`src/hw/rtl/kuf_pkg.sv`:
```
// ----------------------------------------------------------------------------
// kuf_pkg
// Shared types and codes for the keyed unique FIFO: beat layouts,
// operation codes, status codes and the default depth.
// ----------------------------------------------------------------------------
package kuf_pkg;

   localparam int DEFAULT_DEPTH = 16;

   localparam int FUNC_W   = 2;
   localparam int KEY_W    = 31;
   localparam int HANDLE_W = 16;
   localparam int STATUS_W = 3;
   localparam int COUNT_W  = 5;

   // operation codes
   localparam logic [FUNC_W-1:0] FUNC_INSERT = 2'd0;
   localparam logic [FUNC_W-1:0] FUNC_REMOVE = 2'd1;
   localparam logic [FUNC_W-1:0] FUNC_SEARCH = 2'd2;

   // status codes
   localparam logic [STATUS_W-1:0] STATUS_OK        = 3'd0;
   localparam logic [STATUS_W-1:0] STATUS_DUPLICATE = 3'd1;
   localparam logic [STATUS_W-1:0] STATUS_FULL      = 3'd2;
   localparam logic [STATUS_W-1:0] STATUS_EMPTY     = 3'd3;
   localparam logic [STATUS_W-1:0] STATUS_NOT_FOUND = 3'd4;

   typedef struct packed {
      logic [FUNC_W-1:0]   func;
      logic [KEY_W-1:0]    key;
      logic [HANDLE_W-1:0] handle;
   } req_type;

   typedef struct packed {
      logic [STATUS_W-1:0] status;
      logic [HANDLE_W-1:0] found_handle;
      logic [COUNT_W-1:0]  count;
      logic                is_empty;
      logic [HANDLE_W-1:0] head_handle;
   } rsp_type;

endpackage

```
`src/hw/rtl/kuf_ram.sv`:
```
// ----------------------------------------------------------------------------
// kuf_ram
// Generic simple dual-port RAM: one write port, one read port with
// registered read data.
// ----------------------------------------------------------------------------
module kuf_ram #(
   parameter int WIDTH  = 16,
   parameter int DEPTH  = 16,
   parameter int ADDR_W = (DEPTH > 1) ? $clog2(DEPTH) : 1
) (
   input  logic              clock,
   input  logic              wr_en,
   input  logic [ADDR_W-1:0] wr_addr,
   input  logic [WIDTH-1:0]  wr_data,
   input  logic [ADDR_W-1:0] rd_addr,
   output logic [WIDTH-1:0]  rd_data
);

   logic [WIDTH-1:0] mem [DEPTH];
   logic [WIDTH-1:0] rd_data_ff;

   always_ff @(posedge clock) begin
      if (wr_en) begin
         mem[wr_addr] <= wr_data;
      end
      rd_data_ff <= mem[rd_addr];
   end

   assign rd_data = rd_data_ff;

endmodule

```
`src/hw/rtl/keyed_unique_fifo_unit.sv`:
```
// ----------------------------------------------------------------------------
// keyed_unique_fifo_unit
// Bounded FIFO of key/handle records with duplicate-key refusal and
// search by key.
// ----------------------------------------------------------------------------
// The block handles one request beat at a time. Insert and search walk the
// live entries from the head, reading one stored key per cycle from the key
// RAM, so they cover at most count stored keys (count = entries held, at most
// DEPTH; none on an empty queue, fewer on an early match); the single read
// port of the key RAM sets that pace. Remove and the unused function code 3
// skip the walk. Every operation ends with a read of the head handle so the
// response always carries the current head. A finished response sits in an
// output register; a new request is taken while it waits, and the block
// holds its final step until the register is free. The stores are not
// cleared after reset: only live entries are ever read, so the block is
// ready right after reset.
// ----------------------------------------------------------------------------
module keyed_unique_fifo_unit #(
   parameter int DEPTH = kuf_pkg::DEFAULT_DEPTH
) (
   input  logic             clock,
   input  logic             reset,
   input  logic             req_valid,
   output logic             req_stall,
   input  kuf_pkg::req_type req_data,
   output logic             rsp_valid,
   input  logic             rsp_stall,
   output kuf_pkg::rsp_type rsp_data
);

   localparam int IDX_W = (DEPTH > 1) ? $clog2(DEPTH) : 1;
   localparam int CNT_W = $clog2(DEPTH + 1);

   // sequencer states
   localparam logic [2:0] S_IDLE      = 3'd0;
   localparam logic [2:0] S_SCAN      = 3'd1;
   localparam logic [2:0] S_COMMIT    = 3'd2;
   localparam logic [2:0] S_REMOVE    = 3'd3;
   localparam logic [2:0] S_RM_WAIT   = 3'd4;
   localparam logic [2:0] S_HEAD      = 3'd5;
   localparam logic [2:0] S_HEAD_WAIT = 3'd6;

   // circular pointer advance
   function automatic logic [IDX_W-1:0] next_slot(input logic [IDX_W-1:0] slot);
      if (slot == IDX_W'(DEPTH - 1)) begin
         return '0;
      end
      return slot + IDX_W'(1);
   endfunction

   logic [2:0]                      state_ff, state_in;
   kuf_pkg::req_type                op_ff, op_in;
   logic [IDX_W-1:0]                head_ff, head_in;
   logic [IDX_W-1:0]                tail_ff, tail_in;
   logic [CNT_W-1:0]                count_ff, count_in;
   logic [IDX_W-1:0]                scan_ptr_ff, scan_ptr_in;
   logic [CNT_W-1:0]                issued_ff, issued_in;
   logic                            pend_ff, pend_in;
   logic                            match_ff, match_in;
   logic [kuf_pkg::STATUS_W-1:0]    status_ff, status_in;
   logic [kuf_pkg::HANDLE_W-1:0]    found_ff, found_in;
   kuf_pkg::rsp_type                rsp_ff, rsp_in;
   logic                            rsp_valid_ff, rsp_valid_in;

   logic                            wr_en;
   logic [IDX_W-1:0]                rd_addr;
   logic [kuf_pkg::KEY_W-1:0]       key_rd;
   logic [kuf_pkg::HANDLE_W-1:0]    hnd_rd;
   logic                            issue;
   logic                            hit;
   logic                            rsp_load;

   // key and handle stores share the same addresses
   kuf_ram #(
      .WIDTH  (kuf_pkg::KEY_W),
      .DEPTH  (DEPTH),
      .ADDR_W (IDX_W)
   ) u_key_ram (
      .clock   (clock),
      .wr_en   (wr_en),
      .wr_addr (tail_ff),
      .wr_data (op_ff.key),
      .rd_addr (rd_addr),
      .rd_data (key_rd)
   );

   kuf_ram #(
      .WIDTH  (kuf_pkg::HANDLE_W),
      .DEPTH  (DEPTH),
      .ADDR_W (IDX_W)
   ) u_handle_ram (
      .clock   (clock),
      .wr_en   (wr_en),
      .wr_addr (tail_ff),
      .wr_data (op_ff.handle),
      .rd_addr (rd_addr),
      .rd_data (hnd_rd)
   );

   // scan walks its own pointer; every other step reads at the head
   assign rd_addr   = (state_ff == S_SCAN) ? scan_ptr_ff : head_ff;
   assign req_stall = (state_ff != S_IDLE);
   assign issue     = (issued_ff != count_ff);
   assign hit       = pend_ff && (key_rd == op_ff.key);
   assign rsp_load  = (state_ff == S_HEAD_WAIT) && (!rsp_valid_ff || !rsp_stall);

   always_comb begin
      state_in    = state_ff;
      op_in       = op_ff;
      head_in     = head_ff;
      tail_in     = tail_ff;
      count_in    = count_ff;
      scan_ptr_in = scan_ptr_ff;
      issued_in   = issued_ff;
      pend_in     = pend_ff;
      match_in    = match_ff;
      status_in   = status_ff;
      found_in    = found_ff;
      wr_en       = 1'b0;
      rsp_in      = rsp_ff;

      case (state_ff)
         S_IDLE: begin
            if (req_valid) begin
               op_in       = req_data;
               status_in   = kuf_pkg::STATUS_OK;
               found_in    = '0;
               match_in    = 1'b0;
               scan_ptr_in = head_ff;
               issued_in   = '0;
               pend_in     = 1'b0;
               case (req_data.func)
                  kuf_pkg::FUNC_INSERT: state_in = S_SCAN;
                  kuf_pkg::FUNC_SEARCH: state_in = S_SCAN;
                  kuf_pkg::FUNC_REMOVE: state_in = S_REMOVE;
                  default:              state_in = S_HEAD;
               endcase
            end
         end

         S_SCAN: begin
            // issue one key read per cycle, compare the one returned
            if (hit) begin
               match_in = 1'b1;
               found_in = hnd_rd;
               pend_in  = 1'b0;
               state_in = S_COMMIT;
            end else if (!issue && !pend_ff) begin
               state_in = S_COMMIT;
            end else begin
               pend_in = issue;
               if (issue) begin
                  scan_ptr_in = next_slot(scan_ptr_ff);
                  issued_in   = issued_ff + CNT_W'(1);
               end
            end
         end

         S_COMMIT: begin
            if (op_ff.func == kuf_pkg::FUNC_INSERT) begin
               found_in = '0;
               if (match_ff) begin
                  status_in = kuf_pkg::STATUS_DUPLICATE;
               end else if (count_ff == CNT_W'(DEPTH)) begin
                  status_in = kuf_pkg::STATUS_FULL;
               end else begin
                  wr_en    = 1'b1;
                  tail_in  = next_slot(tail_ff);
                  count_in = count_ff + CNT_W'(1);
               end
            end else if (!match_ff) begin
               status_in = kuf_pkg::STATUS_NOT_FOUND;
            end
            state_in = S_HEAD;
         end

         S_REMOVE: begin
            // head handle is read at the old head this cycle
            if (count_ff == '0) begin
               status_in = kuf_pkg::STATUS_EMPTY;
               state_in  = S_HEAD;
            end else begin
               head_in  = next_slot(head_ff);
               count_in = count_ff - CNT_W'(1);
               state_in = S_RM_WAIT;
            end
         end

         S_RM_WAIT: begin
            found_in = hnd_rd;
            state_in = S_HEAD;
         end

         S_HEAD: begin
            state_in = S_HEAD_WAIT;
         end

         S_HEAD_WAIT: begin
            // hold until the output register is free
            if (rsp_load) begin
               rsp_in.status       = status_ff;
               rsp_in.found_handle = found_ff;
               rsp_in.count        = kuf_pkg::COUNT_W'(count_ff);
               rsp_in.is_empty     = (count_ff == '0);
               rsp_in.head_handle  = (count_ff == '0) ? '0 : hnd_rd;
               state_in            = S_IDLE;
            end
         end

         default: begin
            state_in = S_IDLE;
         end
      endcase
   end

   always_comb begin
      if (rsp_load) begin
         rsp_valid_in = 1'b1;
      end else if (!rsp_stall) begin
         rsp_valid_in = 1'b0;
      end else begin
         rsp_valid_in = rsp_valid_ff;
      end
   end

   always_ff @(posedge clock) begin
      if (reset) begin
         state_ff     <= S_IDLE;
         head_ff      <= '0;
         tail_ff      <= '0;
         count_ff     <= '0;
         issued_ff    <= '0;
         pend_ff      <= 1'b0;
         rsp_valid_ff <= 1'b0;
      end else begin
         state_ff     <= state_in;
         head_ff      <= head_in;
         tail_ff      <= tail_in;
         count_ff     <= count_in;
         issued_ff    <= issued_in;
         pend_ff      <= pend_in;
         rsp_valid_ff <= rsp_valid_in;
      end
   end

   // payload registers, no reset
   always_ff @(posedge clock) begin
      op_ff       <= op_in;
      scan_ptr_ff <= scan_ptr_in;
      match_ff    <= match_in;
      status_ff   <= status_in;
      found_ff    <= found_in;
      rsp_ff      <= rsp_in;
   end

   assign rsp_valid = rsp_valid_ff;
   assign rsp_data  = rsp_ff;

   // occupancy never passes the capacity
   assert property (@(posedge clock) disable iff (reset)
      count_ff <= CNT_W'(DEPTH))
      else $error("entry count above capacity");

   // scan never reads past the live entries
   assert property (@(posedge clock) disable iff (reset)
      issued_ff <= count_ff)
      else $error("scan issued beyond live entries");

   // an append always grows the queue by one
   assert property (@(posedge clock) disable iff (reset)
      wr_en |=> count_ff == $past(count_ff) + CNT_W'(1))
      else $error("append did not advance the count");

   // full is reported only at capacity
   assert property (@(posedge clock) disable iff (reset)
      rsp_load && (status_ff == kuf_pkg::STATUS_FULL) |-> count_ff == CNT_W'(DEPTH))
      else $error("full reported below capacity");

endmodule

```
`config.mk`:
```
export PLATFORM = sky130hd
export DESIGN_NAME = keyed_unique_fifo_unit
export DESIGN_NICKNAME = d
export VERILOG_FILES = /design/src/hw/rtl/kuf_pkg.sv /design/src/hw/rtl/kuf_ram.sv /design/src/hw/rtl/keyed_unique_fifo_unit.sv
export SDC_FILE = /design/constraint.sdc
export NUM_CORES = 1
export LEC_CHECK = 0
export BUFFER_PORTS_ARGS = -buffer_cell sky130_fd_sc_hd__buf_2
export CAP_MARGIN = 20
export CELL_PAD_IN_SITES_DETAIL_PLACEMENT = 1
export CELL_PAD_IN_SITES_GLOBAL_PLACEMENT = 1
export CORE_MARGIN = 2
export CORE_UTILIZATION = 45
export DETAILED_ROUTE_END_ITERATION = 7
export HOLD_SLACK_MARGIN = 0.02
export PLACE_DENSITY_LB_ADDON = 0.15
export SYNTH_ARGS = -nofsm -noshare
export SYNTH_HDL_FRONTEND = slang
export SYNTH_SLANG_ARGS = --single-unit
```
`constraint.sdc`:
```
create_clock -name clock -period 4.68 [get_ports clock]
set_clock_uncertainty 0.05 [all_clocks]
set_input_delay 0.702 -clock clock [delete_from_list [all_inputs] [get_ports clock]]
set_output_delay 0.702 -clock clock [all_outputs]
set_load 0.01 [all_outputs]
```
==> results of run 1 <==
metal layers:
layer  track usage  up-vias
met5             0        -
met4       0.05608        2
met3       0.03802      135
met2        0.3715      492
met1        0.3009    10055
li1              -     8565
Yosys cell counts (17+ instances only):
cell | count | area share
and2_1 | 21 | 0.0037
buf_2 | 55 | 0.0078
nor2_1 | 37 | 0.0039
nor2b_1 | 19 | 0.0034
a221oi_1 | 94 | 0.023
mux2i_1 | 241 | 0.068
o22ai_1 | 94 | 0.017
clkbuf_1 | 50 | 0.0053
dfxtp_1 | 70 | 0.040
or4_1 | 48 | 0.010
a21oi_1 | 155 | 0.022
nand2_1 | 190 | 0.020
o21ai_0 | 17 | 0.0024
edfxtp_1 | 866 | 0.74
xnor2_1 | 39 | 0.0097
worst paths after layout:
check | start | end | cells after the start
setup / recovery | state_ff[0] | u_handle_ram.rd_data[9] | 8
hold / removal | req_data[13] | op_ff[13] | 1
setup reg to reg | state_ff[0] | u_handle_ram.rd_data[9] | 8
hold reg to reg | found_ff[11] | rsp_data[33] | 0
cell families (layout without fill, tap and decap cells):
kind of cell / count (synthesis) / in the layout / share of synthesized area
buf+inv: 133 / 343 / 0.01818
xor+xnor: 44 / 44 / 0.01094
compound gates: 379 / 379 / 0.06861
flops: 936 / 936 / 0.7779
mux: 241 / 241 / 0.06847
fa+ha+maj: 14 / 14 / 0.005185
simple gates: 369 / 369 / 0.05071
metrics by stage:
step,power (mW),hold slack [ns],utilization,worst slack (ns),area [sq um]
global route,23.38,0.1399,0.5214,0.8310,40400
detailed placement,14.98,0.3563,0.4805,1.078,37220
floorplan,13.47,0.3503,-,0.8107,35250
global placement,14.81,0.3515,0.4805,1.197,37220
CTS,22.70,0.1204,0.5214,1.063,40400
finish,22.45,0.1692,0.5214,1.100,40400
power by group through the flow:
| stage | combinational [mW] | sequential [mW] | clock, mW |
|---|---|---|---|
| after floorplan | 2.68 | 10.8 | 0 |
| after global placement | 3.78 | 11.0 | 0 |
| after detailed placement | 3.89 | 11.1 | 0 |
| after CTS | 3.92 | 10.9 | 7.86 |
| after global routing | 4.20 | 11.0 | 8.16 |
| final | 3.86 | 10.9 | 7.68 |
sequential cells by signal, indices dropped and copies added (netlist names), 5 cells and up:
name and count:
u_key_ram.mem 496, u_handle_ram.mem 256, op_ff 49, rsp_data 41, u_key_ram.rd_data 31, found_ff 16, u_handle_ram.rd_data 16, count_ff 5
issued_ff 5
area by class of cell:
class                           count  area (sq um)  area share
Multi-Input combinational cell   1047          7362      0.1823
Clock inverter                     53         491.7     0.01217
Sequential cell                   936         27410      0.6785
Clock buffer                      131          2679     0.06632
Inverter                           11         43.79    0.001084
Tap cell                         1040          1301     0.03221
Timing Repair Buffer              148          1111     0.02751
==> flow_summary.yaml, run 1 <==
drt:
  drt_pass1_iterations: 5
  antenna_left: 0
  wl_met1_um: 39000
  avgRoutedWirePerCell_um: 26.39
  post-route-drc-count: 0
  route.met2.wl_um: 43690
  vias: 19249
  routed.top_layer: "met5"
  dr_wl_met3_um: 4349
  finalWirelength_um: 88840
  drtIter0Drc: 1392
  vias_per_cell: 5.719
critical_path:
  crit_arrival_ns: 4.05
  required_ns: 5.15
  critical-path-max-stage-delay_ns: 0.59
  criticalPathCategory: "reg -> reg"
  path_max_fanout: 37
  crit_path_cell_trace: "or3b_4 > clkinv_2 > nand2_1 > nand2_4 > buf_4 > mux2i_1 > o22ai_1 > or4_1"
  crit_family: "simple AND/OR/NAND/NOR gates"
  slowest_stage: "dfxtp_1"
  crit_buf_inv: 2
  r2r_setup_slack_ns: 1.10
  critPathLaunchType: "flip-flop"
  crit_path_end_kind: "flip-flop"
timing:
  slew_viol_final: 0
  min_period_ns: 3.580
  fmax_mhz: 279.3
  slew_headroom: 0.2731
  final-setup-viol-count: 0
  worst_slew_pin_slew_ns: 1.090
  rsz0062_at_grt: "no"
  tns_ns: 0
  hold_viol: 0
  period_share: 0.7650
finish:
  final_cell_mix: "edfxtp_1, mux2i_1, nand2_1, a21oi_1, clkbuf_16"
  nNetsFinal: 2309
  area_growth_pct: 14.66
  antenna_cells: 0
  final_common_cell: "edfxtp_1"
  layout-drive-gt1-share: 0.1393
  stdcell_count: 3366
  fillers: 7209
clock_tree:
  post_cts_resized: 0
  cts-root-buf: "clkbuf_16"
  cts_buffers: 98
  clk_latency_ns: 0.66
  htreeDepth: 3
  cts.reportedPaths.clkPinSlew_ns: 0.06
  cts.sinks: 936
  cts_hold_buf: 0
  cts_max_path_buffers: 3
  post_cts_buffers: 0
  cts_tree: "built"
pwr:
  power_frac_seq: 0.486
  ir_drop_mv: 0.3242
  comb_power_share: 0.172
  internal-power_mw: 16.12
  p_sw_frac: 0.2821
  powerDensity_mw_per_mm2: 555.8
  p_leak_nw: 13.07
  netSwitchingPower_mw: 6.333
  clkPwrFrac: 0.342
floorplan:
  die-area_sq_mm: 0.08055
  fp.dieW_um: 283.8
  core_sq_mm: 0.07747
  ios: 96
  start_util: 0.4548
  row_count: 102
  die_y_um: 283.8
placement:
  dp_hpwl_um: 47400
  numPortBuffers: 95
  place_congestion: 0.7663
  dp.cells: 3182
synth:
  ys_seq_area_frac: 0.7779
  syn-cell-area_sq_mm: 0.03523
  avgSynthCellArea_sq_um: 16.65
  syn_nets: 2183
  ys_dominant_reg_cell: "edfxtp_1"
  ys_ff_latch: 936
  syn_inst: 2116
  yosysWarnings: 0
  synth_cell_types: 43
  synth_edf_count: 866
  async_flop_share: 0
worst_hold_path:
  hold_path.class: "in -> reg"
global_route:
  grt-ovfl-total: 0
  grt_first_pass_wirelength_um: 133300
  grt.total_usage: 0.2215
  antenna_found_initial: 1
  grt_pass1_vias: 20361
  grt_max_degree: 85
job:
  max_cap_violations: 0
run_status:
  status: "finished clean"
No activity file was read; power rests on OpenSTA's default activity.
==> inputs of run 2 (changes only) <==
--- a/config.mk
+++ b/config.mk
@@ -5,6 +5,7 @@
 export SDC_FILE = /design/constraint.sdc
 export NUM_CORES = 1
 export LEC_CHECK = 0
+export ABC_AREA = 1
 export BUFFER_PORTS_ARGS = -buffer_cell sky130_fd_sc_hd__buf_2
 export CAP_MARGIN = 20
 export CELL_PAD_IN_SITES_DETAIL_PLACEMENT = 1
==> constraint.sdc (replaced) <==
create_clock -name clock -period 3.7 [get_ports clock]
set_clock_uncertainty 0.05 [all_clocks]
set_input_delay 0.555 -clock clock [delete_from_list [all_inputs] [get_ports clock]]
set_output_delay 0.555 -clock clock [all_outputs]
set_load 0.01 [all_outputs]
==> flow_summary.yaml, run 2 <==
synth:
  synthTopCellsByCount: "edfxtp_1, nor2_1, o21ai_0"
  ys_seq_area_frac: 0.7507
  ys_dominant_reg_cell: "edfxtp_1"
  synth_top_cell_by_area: "edfxtp_1"
  async_flop_share: 0
  syn-cell-area_sq_mm: 0.03651
  synth_area_leaders: "edfxtp_1, nor2_1, o211ai_1"
  synth_cell_types: 36
  synth_top_cell_area_share: 0.7123
  syn_inst: 2857
  syn_nets: 2924
  synth.most_common_cell: "edfxtp_1"
  yosysWarnings: 0
  ys_ff_latch: 936
  avgSynthCellArea_sq_um: 12.78
  synth_edf_count: 866
clock_tree:
  cts_tree: "built"
  clk_latency_ns: 0.67
  post_cts_resized: 0
  cts_max_path_buffers: 3
  htreeDepth: 3
  cts-root-buf: "clkbuf_16"
  cts_buffers: 97
  cts.sinks: 936
  cts.reportedPaths.clkPinSlew_ns: 0.06
placement:
  pre_cts_ws_ns: 0.7056
  dp_hpwl_um: 50830
  dp.cells: 3915
  place_congestion: 0.7855
  numPortBuffers: 95
finish:
  final_common_cell: "edfxtp_1"
  seqCellArea_sq_mm: 0.02741
  final_util: 0.5239
  nNetsFinal: 3057
  area_growth_pct: 15.41
  multiInputGateArea_sq_mm: 0.007935
  layout-drive-gt1-share: 0.1087
  top_regs: "u_key_ram.mem x496, u_handle_ram.mem x256, op_ff x49"
  largest_reg_flops: 496
  final_cell_mix: "edfxtp_1, nor2_1, o21ai_0, nand2_1, o211ai_1"
  fillers: 8053
  max_flop_register: "u_key_ram.mem"
  stdcell_count: 4135
drt:
  post-route-drc-count: 0
  vias_per_cell: 5.546
  avgRoutedWirePerCell_um: 23.08
  drtIter0Drc: 1609
  finalWirelength_um: 95460
  vias: 22931
  drt_pass1_iterations: 5
  antenna_left: 0
timing:
  worst_slew_pin_slew_ns: 0.9172
  final-setup-viol-count: 0
  slew_headroom: 0.3886
  period_share: 0.8323
  hold_viol: 0
  setup_ws_ns: 0.6204
  rsz0062_at_grt: "no"
  slew_viol_final: 0
  min_period_ns: 3.080
  fmax_mhz: 324.7
  timing.hold.ws_ns: 0.05282
critical_path:
  crit_path_end_kind: "flip-flop"
  crit_arrival_ns: 3.39
  reg2reg_depth: 9
  r2r-end: "u_key_ram.mem[15][3]"
  required_ns: 4.01
  r2r_setup_slack_ns: 0.62
  path_max_fanout: 17
  criticalPathCategory: "reg -> reg"
  critPathLaunchType: "flip-flop"
  r2r_start: "state_ff[1]"
pwr:
  powerDensity_mw_per_mm2: 736.0
  ir_drop_mv: 0.5147
  total_power_mw: 31.01
  p_leak_nw: 14.65
global_route:
  grt_first_pass_wirelength_um: 146100
  grt_max_degree: 131
  grt-ovfl-total: 0
  grt_pass1_vias: 24372
  antenna_found_initial: 1
  grt.total_usage: 0.2318
floorplan:
  start_util: 0.4540
  die_y_um: 288.8
  die-area_sq_mm: 0.08342
  ios: 96
  fp.dieW_um: 288.8
  core_sq_mm: 0.08042
  row_count: 104
job:
  max_cap_violations: 0
worst_hold_path:
  hold_path.class: "in -> reg"
  min_from: "req_data[42]"
  min_path_cells: 1
  hold_path_end: "op_ff[42]"
run_status:
  status: "finished clean"
[run 2: changes by cell type after synthesis, sizes merged, moves of 108 or more]
| cell | before | now |
|---|---|---|
| a21oi | 155 | 26 |
| inv | 10 | 142 |
| mux2i | 241 | 0 |
| nand3 | 10 | 118 |
| nor2 | 37 | 631 |
| o211ai | 0 | 188 |
| o21ai | 17 | 396 |
[run 2: stage by stage]
stage | TNS (ns) | cell area (sq um)
finish | 0 | 42130
global route | 0 | 42130
CTS | 0 | 42130
detailed placement | 0 | 38540
global placement | 0 | 38540
floorplan | -81.38 | 36510
[run 2: cells by family after synthesis]
logic type / after synthesis / synth area share
flip-flops: 936 / 0.7507
XOR/XNOR: 13 / 0.003119
adder cells (fa/ha/maj): 14 / 0.005004
AND/OR/NAND/NOR: 970 / 0.1049
buffers and inverters: 303 / 0.03695
AO/OA/AOI/OAI: 621 / 0.09929
[run 2: worst max-delay path: stages (launching register included)]
cell     delay (ns)
dfxtp_1        0.42
inv_2          0.11
nor3_1         0.40
inv_1          0.17
nor2_1         0.13
inv_1          0.11
nor2_4         0.23
nand2_1        0.24
nor2_4         0.62
buf_12         0.27
[run 2: worst max path at each step]
| stage | cells after the start | slack [ns] | endpoint | startpoint |
|---|---|---|---|---|
| 3_5_place_dp | 9 | 0.71 | u_key_ram.mem[15][13] | state_ff[1] |
| 3_3_place_gp | 9 | 0.77 | u_key_ram.mem[15][3] | state_ff[1] |
| 6_report | 9 | 0.62 | u_key_ram.mem[15][3] | state_ff[1] |
| 5_1_grt | 9 | 0.48 | u_key_ram.mem[15][3] | state_ff[1] |
| 4_1_cts | 9 | 0.65 | u_key_ram.mem[15][11] | state_ff[1] |
| 2_1_floorplan | 8 | -0.12 | u_handle_ram.mem[11][0] | state_ff[1] |
[run 2: final cells by class]
cell class / instances / share of cell area
timing repair buffer: 194 / 0.04027
multi-input combinational: 1618 / 0.1883
tap: 1060 / 0.03148
clock buffer: 139 / 0.06492
inverter: 143 / 0.01280
antenna: 1 / 0.00005939
sequential: 936 / 0.6505
clock inverter: 44 / 0.01167
[run 2: repair_timing]
item	CTS	global route
setup endpoints to repair	0	0
buffers inserted	0	0
hold buffers	36	0
hold endpoints to repair	36	0
[run 2: routing by layer]
layer  part of all wire  global-route usage  vias up
li1                   -                   -    10514
met1               0.44              0.3152    11749
met2               0.50              0.3999      545
met3              0.042             0.02669      123
met4              0.019             0.05631        0
met5                  0                   0        -
[run 2: power by group]
group          internal (mW)  switching [mW]  total [mW]
logic                   2.23            5.26        7.49
clock network           5.67            4.11        9.78
registers               12.9           0.814        13.7
